<file path="src/design/rcpw_pkg.sv">
// Shared types and constants of the RC PWM pulse width capture block.
// Used by the interfaces, all modules and the checker; depends on nothing.
package rcpw_pkg;

  // Field widths fixed by the item format.
  localparam int unsigned PIN_BITS   = 6;
  localparam int unsigned VAL_W      = 15;
  localparam int unsigned TICK_W     = 16;
  localparam int unsigned READ_CH_W  = 3;
  localparam int unsigned CFG_IDX_W  = 1;
  localparam int unsigned CFG_DATA_W = 15;

  // Default channel count.
  localparam int unsigned CHANNELS_DEF = 6;

  // Register reset values and the answer for a read of a nonexistent channel.
  localparam logic [VAL_W-1:0] MIN_PULSE_RST = 15'd1000;
  localparam logic [VAL_W-1:0] MAX_PULSE_RST = 15'd2000;
  localparam logic [VAL_W-1:0] INVALID_READ  = 15'd1200;

  // Configuration register indexes.
  localparam logic [CFG_IDX_W-1:0] CFG_MIN_PULSE = 1'b0;
  localparam logic [CFG_IDX_W-1:0] CFG_MAX_PULSE = 1'b1;

  // Operation codes.
  localparam logic OP_SAMPLE = 1'b0;
  localparam logic OP_READ   = 1'b1;

  // What one lane reports to the merge stage.
  typedef struct packed {
    logic             upd;
    logic [VAL_W-1:0] value;
  } lane_t;

  // One result item.
  typedef struct packed {
    logic [VAL_W-1:0]    read_value;
    logic [PIN_BITS-1:0] updated;
  } res_t;

endpackage

</file>
<file path="src/design/rcpw_ifs.sv">
// Valid/ready channel interfaces for the input and result items.
// Depends on rcpw_pkg for the field widths.
interface rcpw_in_if;
  logic                            valid;
  logic                            ready;
  logic                            op;
  logic [rcpw_pkg::PIN_BITS-1:0]   pins;
  logic [rcpw_pkg::TICK_W-1:0]     timer_ticks;
  logic [rcpw_pkg::READ_CH_W-1:0]  read_channel;

  modport source (output valid, op, pins, timer_ticks, read_channel, input ready);
  modport sink   (input valid, op, pins, timer_ticks, read_channel, output ready);
endinterface

interface rcpw_out_if;
  logic                          valid;
  logic                          ready;
  logic [rcpw_pkg::VAL_W-1:0]    read_value;
  logic [rcpw_pkg::PIN_BITS-1:0] updated;

  modport source (output valid, read_value, updated, input ready);
  modport sink   (input valid, read_value, updated, output ready);
endinterface

</file>
<file path="src/design/rcpw_lane.sv">
// One channel lane: edge detection, start time capture and width check.
// Depends on rcpw_pkg for widths and the lane report type.
module rcpw_lane (
  input  logic                          clk_i,
  input  logic                          rst_ni,
  input  logic                          sample_i,
  input  logic                          cur_i,
  input  logic                          old_i,
  input  logic [rcpw_pkg::VAL_W-1:0]    now_i,
  input  logic [rcpw_pkg::VAL_W-1:0]    min_i,
  input  logic [rcpw_pkg::VAL_W-1:0]    max_i,
  output rcpw_pkg::lane_t               lane_o
);

  logic [rcpw_pkg::VAL_W-1:0] rise_q, rise_d;
  logic [rcpw_pkg::VAL_W-1:0] value_q, value_d;
  logic [rcpw_pkg::VAL_W:0]   width;
  logic                       rise_edge, fall_edge, in_range;

  // A wrapped measurement sets the top bit and so always exceeds the maximum.
  assign width     = {1'b0, now_i} - {1'b0, rise_q};
  assign rise_edge = sample_i && cur_i && !old_i;
  assign fall_edge = sample_i && !cur_i && old_i;
  assign in_range  = (width >= {1'b0, min_i}) && (width <= {1'b0, max_i});

  // Next state of the start time and the stored width.
  always_comb begin
    rise_d  = rise_q;
    value_d = value_q;
    if (rise_edge) begin
      rise_d = now_i;
    end
    if (fall_edge && in_range) begin
      value_d = width[rcpw_pkg::VAL_W-1:0];
    end
  end

  always_ff @(posedge clk_i or negedge rst_ni) begin
    if (!rst_ni) begin
      rise_q  <= '0;
      value_q <= '0;
    end else begin
      rise_q  <= rise_d;
      value_q <= value_d;
    end
  end

  assign lane_o.upd   = fall_edge && in_range;
  assign lane_o.value = value_q;

endmodule

</file>
<file path="src/design/rcpw_merge.sv">
// Merge stage: gathers lane update bits into a mask and selects a read value.
// Depends on rcpw_pkg for the lane report and result types.
module rcpw_merge #(
  parameter int unsigned Channels = rcpw_pkg::CHANNELS_DEF
) (
  input  logic                             op_i,
  input  logic [rcpw_pkg::READ_CH_W-1:0]   read_channel_i,
  input  rcpw_pkg::lane_t                  lanes_i [Channels],
  output rcpw_pkg::res_t                   res_o
);

  localparam int unsigned ChW = rcpw_pkg::READ_CH_W;

  logic [rcpw_pkg::PIN_BITS-1:0] upd_mask;
  logic [rcpw_pkg::VAL_W-1:0]    sel_value;

  // Only channels that have a pin bit can report an update.
  for (genvar k = 0; k < rcpw_pkg::PIN_BITS; k++) begin : g_mask
    if (k < Channels) begin : g_live
      assign upd_mask[k] = lanes_i[k].upd;
    end else begin : g_none
      assign upd_mask[k] = 1'b0;
    end
  end

  // Read select; an index past the last channel keeps the invalid value.
  always_comb begin
    sel_value = rcpw_pkg::INVALID_READ;
    for (int k = 0; k < Channels; k++) begin
      if (read_channel_i == ChW'(k)) begin
        sel_value = lanes_i[k].value;
      end
    end
  end

  always_comb begin
    if (op_i == rcpw_pkg::OP_READ) begin
      res_o.read_value = sel_value;
      res_o.updated    = '0;
    end else begin
      res_o.read_value = '0;
      res_o.updated    = upd_mask;
    end
  end

endmodule

</file>
<file path="src/design/rcpw_out_buf.sv">
// Two-entry output buffer: an output register with a skid entry behind it.
// Depends on rcpw_pkg for the result type.
module rcpw_out_buf (
  input  logic            clk_i,
  input  logic            rst_ni,
  input  logic            push_i,
  input  rcpw_pkg::res_t  data_i,
  output logic            ready_o,
  output logic            valid_o,
  input  logic            pop_ready_i,
  output rcpw_pkg::res_t  data_o
);

  logic           head_v_q, head_v_d, skid_v_q, skid_v_d;
  rcpw_pkg::res_t head_q, head_d, skid_q, skid_d;
  logic           pop;

  assign pop     = head_v_q && pop_ready_i;
  assign ready_o = !skid_v_q;
  assign valid_o = head_v_q;
  assign data_o  = head_q;

  // The skid entry refills the head first so that items leave in order.
  always_comb begin
    head_v_d = head_v_q;
    skid_v_d = skid_v_q;
    head_d   = head_q;
    skid_d   = skid_q;
    if (pop) begin
      if (skid_v_q) begin
        head_d   = skid_q;
        skid_v_d = push_i;
        skid_d   = data_i;
      end else begin
        head_v_d = push_i;
        head_d   = data_i;
      end
    end else if (push_i) begin
      if (!head_v_q) begin
        head_v_d = 1'b1;
        head_d   = data_i;
      end else begin
        skid_v_d = 1'b1;
        skid_d   = data_i;
      end
    end
  end

  always_ff @(posedge clk_i or negedge rst_ni) begin
    if (!rst_ni) begin
      head_v_q <= 1'b0;
      skid_v_q <= 1'b0;
    end else begin
      head_v_q <= head_v_d;
      skid_v_q <= skid_v_d;
    end
  end

  always_ff @(posedge clk_i) begin
    head_q <= head_d;
    skid_q <= skid_d;
  end

endmodule

</file>
<file path="src/design/rc_pwm_pulse_width_capture.sv">
// A result is valid in the cycle after its item is accepted when the output is empty.
// Throughput: one item per cycle while input ready is high; each channel lane does one
// subtract and two compares. A two-entry output buffer lets two results wait before
// input ready drops. Reset clears pin history, start times and widths, and loads
// 1000/2000 into the pulse limits; the block accepts items in the first cycle after reset.
module rc_pwm_pulse_width_capture #(
  parameter int unsigned Channels = rcpw_pkg::CHANNELS_DEF
) (
  input  logic                              clk_i,
  input  logic                              rst_ni,
  rcpw_in_if.sink                           in_ch,
  rcpw_out_if.source                        out_ch,
  input  logic                              cfg_we_i,
  input  logic [rcpw_pkg::CFG_IDX_W-1:0]    cfg_idx_i,
  input  logic [rcpw_pkg::CFG_DATA_W-1:0]   cfg_data_i
);

  logic [rcpw_pkg::VAL_W-1:0]    min_q, max_q;
  logic [rcpw_pkg::PIN_BITS-1:0] prev_q;
  logic                          in_fire, sample_fire, buf_ready;
  logic [rcpw_pkg::VAL_W-1:0]    now;
  rcpw_pkg::lane_t               lanes [Channels];
  rcpw_pkg::res_t                res, res_out;

  assign in_ch.ready = buf_ready;
  assign in_fire     = in_ch.valid && buf_ready;
  assign sample_fire = in_fire && (in_ch.op == rcpw_pkg::OP_SAMPLE);
  assign now         = in_ch.timer_ticks[rcpw_pkg::TICK_W-1:1];

  // Configuration registers.
  always_ff @(posedge clk_i or negedge rst_ni) begin
    if (!rst_ni) begin
      min_q <= rcpw_pkg::MIN_PULSE_RST;
      max_q <= rcpw_pkg::MAX_PULSE_RST;
    end else if (cfg_we_i) begin
      case (cfg_idx_i)
        rcpw_pkg::CFG_MIN_PULSE: min_q <= cfg_data_i;
        rcpw_pkg::CFG_MAX_PULSE: max_q <= cfg_data_i;
        default: ;
      endcase
    end
  end

  // Pin levels of the last sample item; reads leave them alone.
  always_ff @(posedge clk_i or negedge rst_ni) begin
    if (!rst_ni) begin
      prev_q <= '0;
    end else if (sample_fire) begin
      prev_q <= in_ch.pins;
    end
  end

  // One lane per channel; channels past the pin field see a steady low level.
  for (genvar k = 0; k < Channels; k++) begin : g_lane
    logic cur, old;
    if (k < rcpw_pkg::PIN_BITS) begin : g_pin
      assign cur = in_ch.pins[k];
      assign old = prev_q[k];
    end else begin : g_nopin
      assign cur = 1'b0;
      assign old = 1'b0;
    end

    rcpw_lane u_lane (
      .clk_i    (clk_i),
      .rst_ni   (rst_ni),
      .sample_i (sample_fire),
      .cur_i    (cur),
      .old_i    (old),
      .now_i    (now),
      .min_i    (min_q),
      .max_i    (max_q),
      .lane_o   (lanes[k])
    );
  end

  rcpw_merge #(
    .Channels (Channels)
  ) u_merge (
    .op_i           (in_ch.op),
    .read_channel_i (in_ch.read_channel),
    .lanes_i        (lanes),
    .res_o          (res)
  );

  rcpw_out_buf u_out_buf (
    .clk_i       (clk_i),
    .rst_ni      (rst_ni),
    .push_i      (in_fire),
    .data_i      (res),
    .ready_o     (buf_ready),
    .valid_o     (out_ch.valid),
    .pop_ready_i (out_ch.ready),
    .data_o      (res_out)
  );

  assign out_ch.read_value = res_out.read_value;
  assign out_ch.updated    = res_out.updated;

endmodule

</file>
<file path="src/flat_wrapper.sv">
// flat-port wrapper written by rule: the top's interface ports become plain ports
module rc_pwm_pulse_width_capture_flat 
#(
  parameter int unsigned Channels = rcpw_pkg::CHANNELS_DEF
)
  (clk_i, rst_ni, cfg_we_i, cfg_idx_i, cfg_data_i, in_ch_valid, in_ch_op, in_ch_pins, in_ch_timer_ticks, in_ch_read_channel, in_ch_ready, out_ch_valid, out_ch_read_value, out_ch_updated, out_ch_ready);
  rcpw_in_if in_ch_i ();
  rcpw_out_if out_ch_i ();
  input  logic clk_i;
  input  logic rst_ni;
  input  logic cfg_we_i;
  input  logic [rcpw_pkg::CFG_IDX_W-1:0] cfg_idx_i;
  input  logic [rcpw_pkg::CFG_DATA_W-1:0] cfg_data_i;
  input wire logic [$bits(in_ch_i.valid)-1:0] in_ch_valid;
  input wire logic [$bits(in_ch_i.op)-1:0] in_ch_op;
  input wire logic [$bits(in_ch_i.pins)-1:0] in_ch_pins;
  input wire logic [$bits(in_ch_i.timer_ticks)-1:0] in_ch_timer_ticks;
  input wire logic [$bits(in_ch_i.read_channel)-1:0] in_ch_read_channel;
  output wire logic [$bits(in_ch_i.ready)-1:0] in_ch_ready;
  output wire logic [$bits(out_ch_i.valid)-1:0] out_ch_valid;
  output wire logic [$bits(out_ch_i.read_value)-1:0] out_ch_read_value;
  output wire logic [$bits(out_ch_i.updated)-1:0] out_ch_updated;
  input wire logic [$bits(out_ch_i.ready)-1:0] out_ch_ready;
  assign in_ch_i.valid = in_ch_valid;
  assign in_ch_i.op = in_ch_op;
  assign in_ch_i.pins = in_ch_pins;
  assign in_ch_i.timer_ticks = in_ch_timer_ticks;
  assign in_ch_i.read_channel = in_ch_read_channel;
  assign in_ch_ready = in_ch_i.ready;
  assign out_ch_valid = out_ch_i.valid;
  assign out_ch_read_value = out_ch_i.read_value;
  assign out_ch_updated = out_ch_i.updated;
  assign out_ch_i.ready = out_ch_ready;
  rc_pwm_pulse_width_capture #(.Channels(Channels)) u_core (.clk_i(clk_i), .rst_ni(rst_ni), .in_ch(in_ch_i), .out_ch(out_ch_i), .cfg_we_i(cfg_we_i), .cfg_idx_i(cfg_idx_i), .cfg_data_i(cfg_data_i));
endmodule
</file>
<file path="config.mk">
export PLATFORM = sky130hd
export DESIGN_NAME = rc_pwm_pulse_width_capture_flat
export DESIGN_NICKNAME = d
export VERILOG_FILES = /design/src/design/rcpw_pkg.sv /design/src/design/rcpw_ifs.sv /design/src/design/rcpw_lane.sv /design/src/design/rcpw_merge.sv /design/src/design/rcpw_out_buf.sv /design/src/design/rc_pwm_pulse_width_capture.sv /design/src/flat_wrapper.sv
export SDC_FILE = /design/constraint.sdc
export NUM_CORES = 1
export LEC_CHECK = 0
export BUFFER_PORTS_ARGS = -buffer_cell sky130_fd_sc_hd__buf_2
export CORE_ASPECT_RATIO = 1.25
export CORE_MARGIN = 4
export CORE_UTILIZATION = 60
export DETAILED_ROUTE_END_ITERATION = 8
export PLACE_DENSITY = 0.77
export SLEW_MARGIN = 20
export SYNTH_ARGS = -nofsm -noshare
export SYNTH_HDL_FRONTEND = slang
export SYNTH_HIERARCHICAL = 1
export SYNTH_SLANG_ARGS = --single-unit
export TNS_END_PERCENT = 20
</file>
<file path="constraint.sdc">
create_clock -name clk_i -period 5 [get_ports clk_i]
set_input_delay 1 -clock clk_i [delete_from_list [all_inputs] [get_ports clk_i]]
set_output_delay 1 -clock clk_i [all_outputs]
set_load 0.1 [all_outputs]
</file>
==> results of run 1 <==
[registers in the layout, indices dropped and copies added (netlist names)]
name,count
u_core/min_q,15
u_core/max_q,15
u_core/prev_q,6
u_core/g_lane.u_lane/rise_q,90
u_core/g_lane.u_lane/value_q,90
u_core/u_out_buf/valid_o,1
u_core/u_out_buf/skid_q,21
u_core/u_out_buf/data_o,21
u_core/u_out_buf/skid_v_q,1
[critical path, stage by stage]
cell       delay [ns]
buf_2            0.09
inv_1            0.05
ha_1             0.22
fa_1             0.41
nor2b_1          0.19
o2111ai_1        0.23
a21oi_1          0.21
buf_4            0.16
or2_2            0.10
o211a_1          0.14
xor2_1           0.27
ha_1             0.32
a21oi_1          0.17
o221ai_1         0.25
a211o_1          0.33
o221a_2          0.24
a211o_1          0.31
buf_4            0.21
mux2_4           0.30
[power by group through the flow]
| stage | combinational, W | clock, W | sequential [W] |
|---|---|---|---|
| global route | 0.00184 | 0.00225 | 0.00233 |
| finish | 0.00163 | 0.00213 | 0.00233 |
| global placement | 0.00152 | 0 | 0.00237 |
| CTS | 0.00161 | 0.00217 | 0.00233 |
| floorplan | 0.00104 | 0 | 0.00228 |
| detailed placement | 0.00160 | 0 | 0.00237 |
[routing by layer]
metal	wire (microns)	vias to the layer above
met4	3170	0
met5	0	-
met3	3640	162
met1	23600	7805
met2	25700	567
li1	-	7537
[through the flow]
step                cells  area, sq um  setup WS [ns]
global placement     2594        22000         -0.174
CTS                  2645        22900          0.341
global route         2645        22900        0.00656
finish               2645        22900          0.240
detailed placement   2594        22000         -0.217
floorplan            1972        20100          0.207
[cell families after synthesis]
kind of cell | count (synthesis) | synth area share
AND/OR/NAND/NOR | 317 | 0.0885
XOR/XNOR | 59 | 0.0258
AO/OA/AOI/OAI | 469 | 0.160
multiplexers | 232 | 0.141
buffers and inverters | 359 | 0.0747
adder cells (fa/ha/maj) | 276 | 0.174
flip-flops | 260 | 0.336
[worst paths after layout]
| kind | slack, ns | start | depth (start not counted) | endpoint |
|---|---|---|---|---|
| max in group asynchronous | 3.44 | rst_ni | 2 | u_core/min_q[3]$_DFFE_PN1P_ |
| worst max-delay path | 0.24 | in_ch_timer_ticks[1] | 19 | u_core/g_lane[5].u_lane/value_q[6]$_DFFE_PN0P_ |
| worst min-delay path | 0.44 | rst_ni | 1 | u_core/g_lane[3].u_lane/rise_q[0]$_DFFE_PN0P_ |
| min in group clk_i | 0.49 | u_core/g_lane[4].u_lane/value_q[7]$_DFFE_PN0P_ | 1 | u_core/g_lane[4].u_lane/value_q[7]$_DFFE_PN0P_ |
| worst min register to register | 0.49 | u_core/g_lane[4].u_lane/value_q[7]$_DFFE_PN0P_ | 1 | u_core/g_lane[4].u_lane/value_q[7]$_DFFE_PN0P_ |
| worst max register to register | 0.35 | u_core/g_lane[5].u_lane/rise_q[1]$_DFFE_PN0P_ | 18 | u_core/g_lane[5].u_lane/value_q[6]$_DFFE_PN0P_ |
[placed cells by master (no fill, tap or decap), types with 18 or more instances in the layout]
master       n
inv_1      318
ha_1       270
dfrtp_1    206
buf_4      173
mux2_2     149
a21oi_1    126
o21ai_0     95
buf_2       67
nor2_1      59
mux2_4      56
nand2_1     53
edfxtp_1    42
a21o_1      41
xnor2_1     39
nor2b_1     35
o21a_1      29
nand3_1     29
nand4_1     29
clkbuf_16   28
nand2b_1    20
xor2_1      20
o211ai_1    20
a211oi_1    18
nor3_1      18
[cell type report]
type                    count  area (sq um)
fillers                  2485          9960
flip-flops and latches    260          6730
inverters                 320          1200
clock inverters            14           170
repair buffers            243          1690
clock buffers              37           764
well taps                 418           523
multi-input cells        1353         11800
==> qor.csv, run 1 <==
stage,metric,value,unit
status,status,completed,
setup_path,cp.arrival,5.22,ns
layout,antenna_cells,0,
timing,maxSlewViolCount,0,
clock_network,cts-root-buf,clkbuf_16,
grt,gr-usage-met1,0.417,
setup_path,path_max_fanout,7,
timing,worst_pin_slew,1.14,ns
place,dp_hpwl,44200,microns
route,final_antenna_net_count,0,
power_and_ir_drop,power_frac_clock,0.350,
clock_network,numCtsBuffers,28,
synth,syn_inst,1972,
floorplan,coreArea,32900,sq um
power_and_ir_drop,p_seq_frac,0.383,
route,drc,0,
setup_path,crit_type,in -> reg,
floorplan,initial_core_util,0.610,
grt,grt-ovfl-total,0,
floorplan,dieArea,36400,sq um
grt,grtUsageMet3,0.0363,
grt,grt_pass1_vias,16000,
floorplan,die_h,212,microns
synth,synthTopCellsByArea,"dfrtp_1 (26%), ha_1 (17%), mux2_2 (8.4%)",
route,dr_total_vias,16100,
power_and_ir_drop,power.density,266,nW/um^2
power_and_ir_drop,ir_worst_vdd,0.289,mV
synth,synthFlopType,dfrtp_1,
clock_network,cts_tree,yes,
grt,antenna_found_initial,0,
place,io_buffers,68,
synth,ys_seq_area_frac,0.336,
synth,ys_ff_latch,260,
synth,syn-num-nets,2295,
timing,fmax,210,MHz
layout,final_util,0.697,
timing,clock_skew,0.0145,ns
synth,synth_cell_types,98,
clock_network,insertion_delay,0.57,ns
power_and_ir_drop,p_switching,0.00195,W
clock_network,clk_path_buf_depth,3,
power_and_ir_drop,comb_power_share,0.268,
layout,layout-drive-gt1-share,0.252,
timing,fin_crit_sh,0.952,
timing,fin_tns_setup,0,ns
grt,grt_max_degree,100,
place,globalplace.congestion,0.954,
job,cap_violations,0,
worst_hold_path,hp-class,in -> async,
timing,min_period,4.76,ns
setup_path,worstSetupEndpointType,register,
setup_path,critical_path_required,5.46,ns
timing,whs,0.440,ns
synth,synthDominantCellAreaShare,0.257,
clock_network,postCtsSetupRepairBufs,0,
floorplan,io_pins,70,
route,wl_per_cell,21.2,microns
synth,avgSynthCellArea,10.2,sq um
timing,setup_viol,0,
floorplan,fp-row-count,74,
synth,synth_largest_area_cell,dfrtp_1,
clock_network,clk_pin_slew_worst_paths,0.06,ns
layout,fin_nets,2529,
synth,netlist_area,20100,sq um
grt,met2_usage,0.503,
grt,track_usage,0.311,
clock_network,numClockSinks,260,
synth,synth_common_cells,"inv_1 (318), ha_1 (270), dfrtp_1 (206)",
grt,grt_pass1_wl,87800,microns
timing,maxSlewHeadroom,0.238,
route,avgViaCountPerCell,6.08,
synth,yosysMostFrequentCell,inv_1,
layout,areaGrowthSynthToFinish,14.2,%
clock_network,hold_buffers,0,
power_and_ir_drop,p_sw_frac,0.320,
setup_path,critPathLaunchType,input port,
synth,async_reset_ff_frac,0.838,
grt,grt_busiest_layer,met2,
power_and_ir_drop,p_int,0.00415,W
synth,synth_edf_count,42,
floorplan,die_x,172,microns
clock_network,ctsHtreeMaxLevel,1,
timing,rsz0062_at_grt,no,
route,first_iter_violations,1312,
power_and_ir_drop,power.leakage,11.6,nW
timing,hold_viol,0,
clock_network,cts_resized,0,
route,drt_first_pass_iters,5,
synth,synth_warnings,6,
power_and_ir_drop,p_total,0.00610,W
route,routed_wl,56000,microns
No activity file was read; power rests on OpenSTA's default activity.
==> run 2, diff against run 1 <==
--- a/config.mk
+++ b/config.mk
@@ -5,6 +5,7 @@
 export SDC_FILE = /design/constraint.sdc
 export NUM_CORES = 1
 export LEC_CHECK = 0
+export ABC_AREA = 1
 export BUFFER_PORTS_ARGS = -buffer_cell sky130_fd_sc_hd__buf_2
 export CORE_ASPECT_RATIO = 1.25
 export CORE_MARGIN = 4
==> run 2 against run 1 <==
Effect of this change:
- setup slack gained 0.31 ns
- critical path type unchanged
- sequential share of layout area grew 0.25 points
- critical endpoint is now u_core/u_out_buf/data_o[2]$_DFFE_PP_
- flip-flop and latch count is the same
- highest routed layer unchanged
- clock power grew 17%
- synthesized cell count grew 40%
- synthesized area grew 3.9%
==> qor.csv, run 2 <==
stage,metric,value,unit,change
layout,antenna_cells,0,,unchanged
timing,final.setup.worst_slack,0.549,ns,+0.309 ns
clock_network,cts_resized,0,,unchanged
floorplan,die_x,175,microns,+1.9%
synth,avgSynthCellArea,7.54,sq um,-26%
layout,fin_nets,3143,,+24%
clock_network,clk_pin_slew_worst_paths,0.06,ns,about the same
route,final_antenna_net_count,0,,unchanged
clock_network,clk_path_buf_depth,3,,unchanged
floorplan,io_pins,70,,unchanged
place,dp_slack,0.133,ns,+0.350 ns
route,wl_per_cell,17.7,microns,-17%
synth,ys_seq_area_frac,0.323,,-0.0127
clock_network,insertion_delay,0.56,ns,about the same
synth,yosysMostFrequentCell,nand2_1,,
setup_path,worstSetupEndpointType,register,,
timing,setup_viol,0,,unchanged
route,dr_total_vias,18500,,+15%
place,dp.cells,3258,,+26%
setup_path,cp.arrival,4.87,ns,-0.35 ns
timing,maxSlewViolCount,0,,unchanged
timing,hold_viol,0,,unchanged
floorplan,fp-row-count,76,,+2.7%
setup_path,critPathMaxStageDelay,0.56,ns,+0.15 ns
setup_path,critical_path_required,5.42,ns,-0.04 ns
synth,synth_edf_count,42,,unchanged
synth,synth_common_cells,"nand2_1 (677), inv_1 (503), ha_1 (270)",,
place,placed_cell_area,21600,sq um,-1.9%
synth,async_reset_ff_frac,0.838,,unchanged
grt,grt-ovfl-total,0,,unchanged
grt,grt_max_degree,103,,+3.0%
job,cap_violations,0,,unchanged
layout,finalNonFillerCells,3310,,+25%
synth,synth-simple-area-share,0.259,,+0.171
clock_network,cts-root-buf,clkbuf_16,,
synth,synthFlopType,dfrtp_1,,
synth,ys_ff_latch,260,,unchanged
synth,synthAdderAreaFrac,0.168,,-0.00659
setup_path,critPathLaunchType,input port,,
floorplan,initial_core_util,0.605,,-0.00468
synth,synth_xor_area_frac,0.0286,,+0.00281
route,drt_first_pass_iters,6,,+1
synth,synth_cell_types,50,,-49%
route,first_iter_violations,1896,,+45%
timing,worst_pin_slew,1.10,ns,-0.0466 ns
synth,synthTopCellsByArea,"dfrtp_1 (25%), ha_1 (16%), nand2_1 (12%)",,
synth,synthDominantCellAreaShare,0.247,,-0.00971
clock_network,numCtsBuffers,28,,unchanged
timing,fmax,225,MHz,+6.9%
timing,rsz0062_at_grt,no,,
worst_hold_path,hp-class,in -> async,,
layout,final_cell_area,22700,sq um,-0.85%
route,avgViaCountPerCell,5.58,,-8.2%
place,dp_hpwl,46100,microns,+4.3%
grt,antenna_found_initial,0,,unchanged
synth,syn-num-nets,3086,,+34%
clock_network,ctsHtreeMaxLevel,1,,unchanged
setup_path,crit_top_cell,nand2_1,,
timing,fin_crit_sh,0.890,,-0.0617
timing,maxSlewHeadroom,0.267,,+0.0290
clock_network,numClockSinks,260,,unchanged
layout,areaGrowthSynthToFinish,8.98,%,
synth,syn_inst,2763,,+40%
synth,synth_warnings,6,,unchanged
setup_path,crit_slowest_cell,xor2_1,,
grt,grt_pass1_vias,17700,,+11%
place,globalplace.congestion,0.928,,-2.8%
power_and_ir_drop,ir_worst_vdd,0.400,mV,+39%
clock_network,hold_buffers,0,,unchanged
clock_network,cts_tree,yes,,
setup_path,path_max_fanout,6,,-1
floorplan,coreArea,34400,sq um,+4.7%
power_and_ir_drop,power.density,716,nW/um^2,+170%
setup_path,path_cells,"buf_2, inv_1, ha_1, fa_1, o21ai_2, inv_1, o21ai_2, inv_1, o21bai_1, xor2_1, ha_1, nand2_1, nor2_1, a211oi_1, nand2_1, nand2_1, nand2_1, a21boi_4, nand2_4, inv_1, inv_1, nor2_1, nand2_1, nand2_1",,
route,routed_wl,58500,microns,+4.4%
synth,synth_largest_area_cell,dfrtp_1,,
place,io_buffers,68,,unchanged
synth,synth-compound-area-share,0.109,,-0.0516
grt,track_usage,0.307,,-0.00379
floorplan,die_h,216,microns,+1.9%
timing,min_period,4.45,ns,-0.309 ns
floorplan,dieArea,37800,sq um,+3.8%
layout,layout_common_cells,"nand2_1 (677), inv_1 (503), ha_1 (270), a21oi_1 (222), dfrtp_1 (206)",,
layout,final_common_cell,nand2_1,,
power_and_ir_drop,power.leakage,12.4,nW,+7.1%
route,drc,0,,unchanged
layout,layout-drive-gt1-share,0.109,,-0.143
synth,netlist_area,20800,sq um,+3.9%
synth,synth_top_family_by_area,simple AND/OR/NAND/NOR gates,,
synth,muxShareOfSynthArea,0,,-0.141
timing,fin_tns_setup,0,ns,unchanged
grt,grt_pass1_wl,92700,microns,+5.6%
setup_path,crit_type,in -> reg,,
timing,clock_skew,0.00905,ns,-0.00545 ns
layout,n_fill_cell,3017,,+21%
layout,reg.largest.list,"u_core/g_lane.u_lane/rise_q: 90 flops, u_core/g_lane.u_lane/value_q: 90 flops",,
status,status,completed,,
clock_network,postCtsSetupRepairBufs,0,,unchanged
## run 2: cell types whose count changed in the layout (fill, tap and decap cells not counted), sizes merged, moves of 72 or more
cell   before  now
nand2      54  742
mux2      220    0
inv       320  510
buf       243   95
nor2       59  173
a21oi     129  227
nand3      32  126
nand4      30  102
## run 2: cell type report
class | count | area [sq um] | share of cell area
tap | 468 | 586 | 0.0258
clock inverter | 16 | 299 | 0.0132
timing repair buffer | 95 | 566 | 0.0249
sequential | 260 | 6730 | 0.296
multi-input combinational | 1926 | 11800 | 0.519
clock buffer | 36 | 838 | 0.0369
inverter | 509 | 1910 | 0.0841
## run 2: critical path: cells and delay by family
| family | cells | cell delay, ns |
|---|---|---|
| buffers and inverters | 6 | 0.54 |
| AND/OR/NAND/NOR | 9 | 0.70 |
| XOR/XNOR | 1 | 0.56 |
| adder cells (fa/ha/maj) | 3 | 1.02 |
| AO/OA/AOI/OAI | 5 | 1.04 |
## run 2: routing by layer
| metal | wire (microns) | GRT usage | up-vias |
|---|---|---|---|
| met3 | 3740 | 0.0319 | 148 |
| met1 | 25700 | 0.425 | 8585 |
| met4 | 2920 | 0.130 | 0 |
| met2 | 26100 | 0.494 | 674 |
| met5 | 0 | 0 | - |
| li1 | - | - | 9048 |
## run 2: worst paths after layout
check                                                               start                                              end  slack, ns  cells after the start
min in group clk_i         u_core/g_lane[5].u_lane/value_q[5]$_DFFE_PN0P_   u_core/g_lane[5].u_lane/value_q[5]$_DFFE_PN0P_       0.47                      2
hold / removal                                                     rst_ni  u_core/g_lane[0].u_lane/value_q[10]$_DFFE_PN0P_       0.45                      1
hold reg to reg            u_core/g_lane[5].u_lane/value_q[5]$_DFFE_PN0P_   u_core/g_lane[5].u_lane/value_q[5]$_DFFE_PN0P_       0.47                      2
setup / recovery                                     in_ch_timer_ticks[1]             u_core/u_out_buf/data_o[2]$_DFFE_PP_       0.55                     24
setup reg to reg            u_core/g_lane[2].u_lane/rise_q[0]$_DFFE_PN0P_             u_core/u_out_buf/data_o[2]$_DFFE_PP_       0.92                     22
max in group asynchronous                                          rst_ni   u_core/g_lane[0].u_lane/rise_q[14]$_DFFE_PN0P_       3.45                      2
## run 2: metrics by stage
stage	hold WS [ns]	utilization	power (W)
2_1_floorplan	0.434	-	0.0110
3_3_place_gp	0.448	0.626	0.0130
3_5_place_dp	0.452	0.626	0.0136
4_1_cts	0.468	0.659	0.0161
5_1_grt	0.496	0.660	0.0178
6_report	0.451	0.660	0.0163
## run 2: cell families (layout without fill, tap and decap cells)
logic type | after synthesis | in the layout
flops | 260 | 260
fa+ha+maj | 276 | 276
simple gates | 1197 | 1197
xor+xnor | 68 | 68
compound gates | 385 | 385
buf+inv | 577 | 656
## run 2: power by group
group	internal, W	total [W]	leakage [nW]	switching [W]
Combinational	0.00353	0.0104	8.78	0.00685
Clock	0.00160	0.00250	0.549	0.000898
Sequential	0.00295	0.00338	3.08	0.000439
Total	0.00808	0.0163	12.4	0.00819
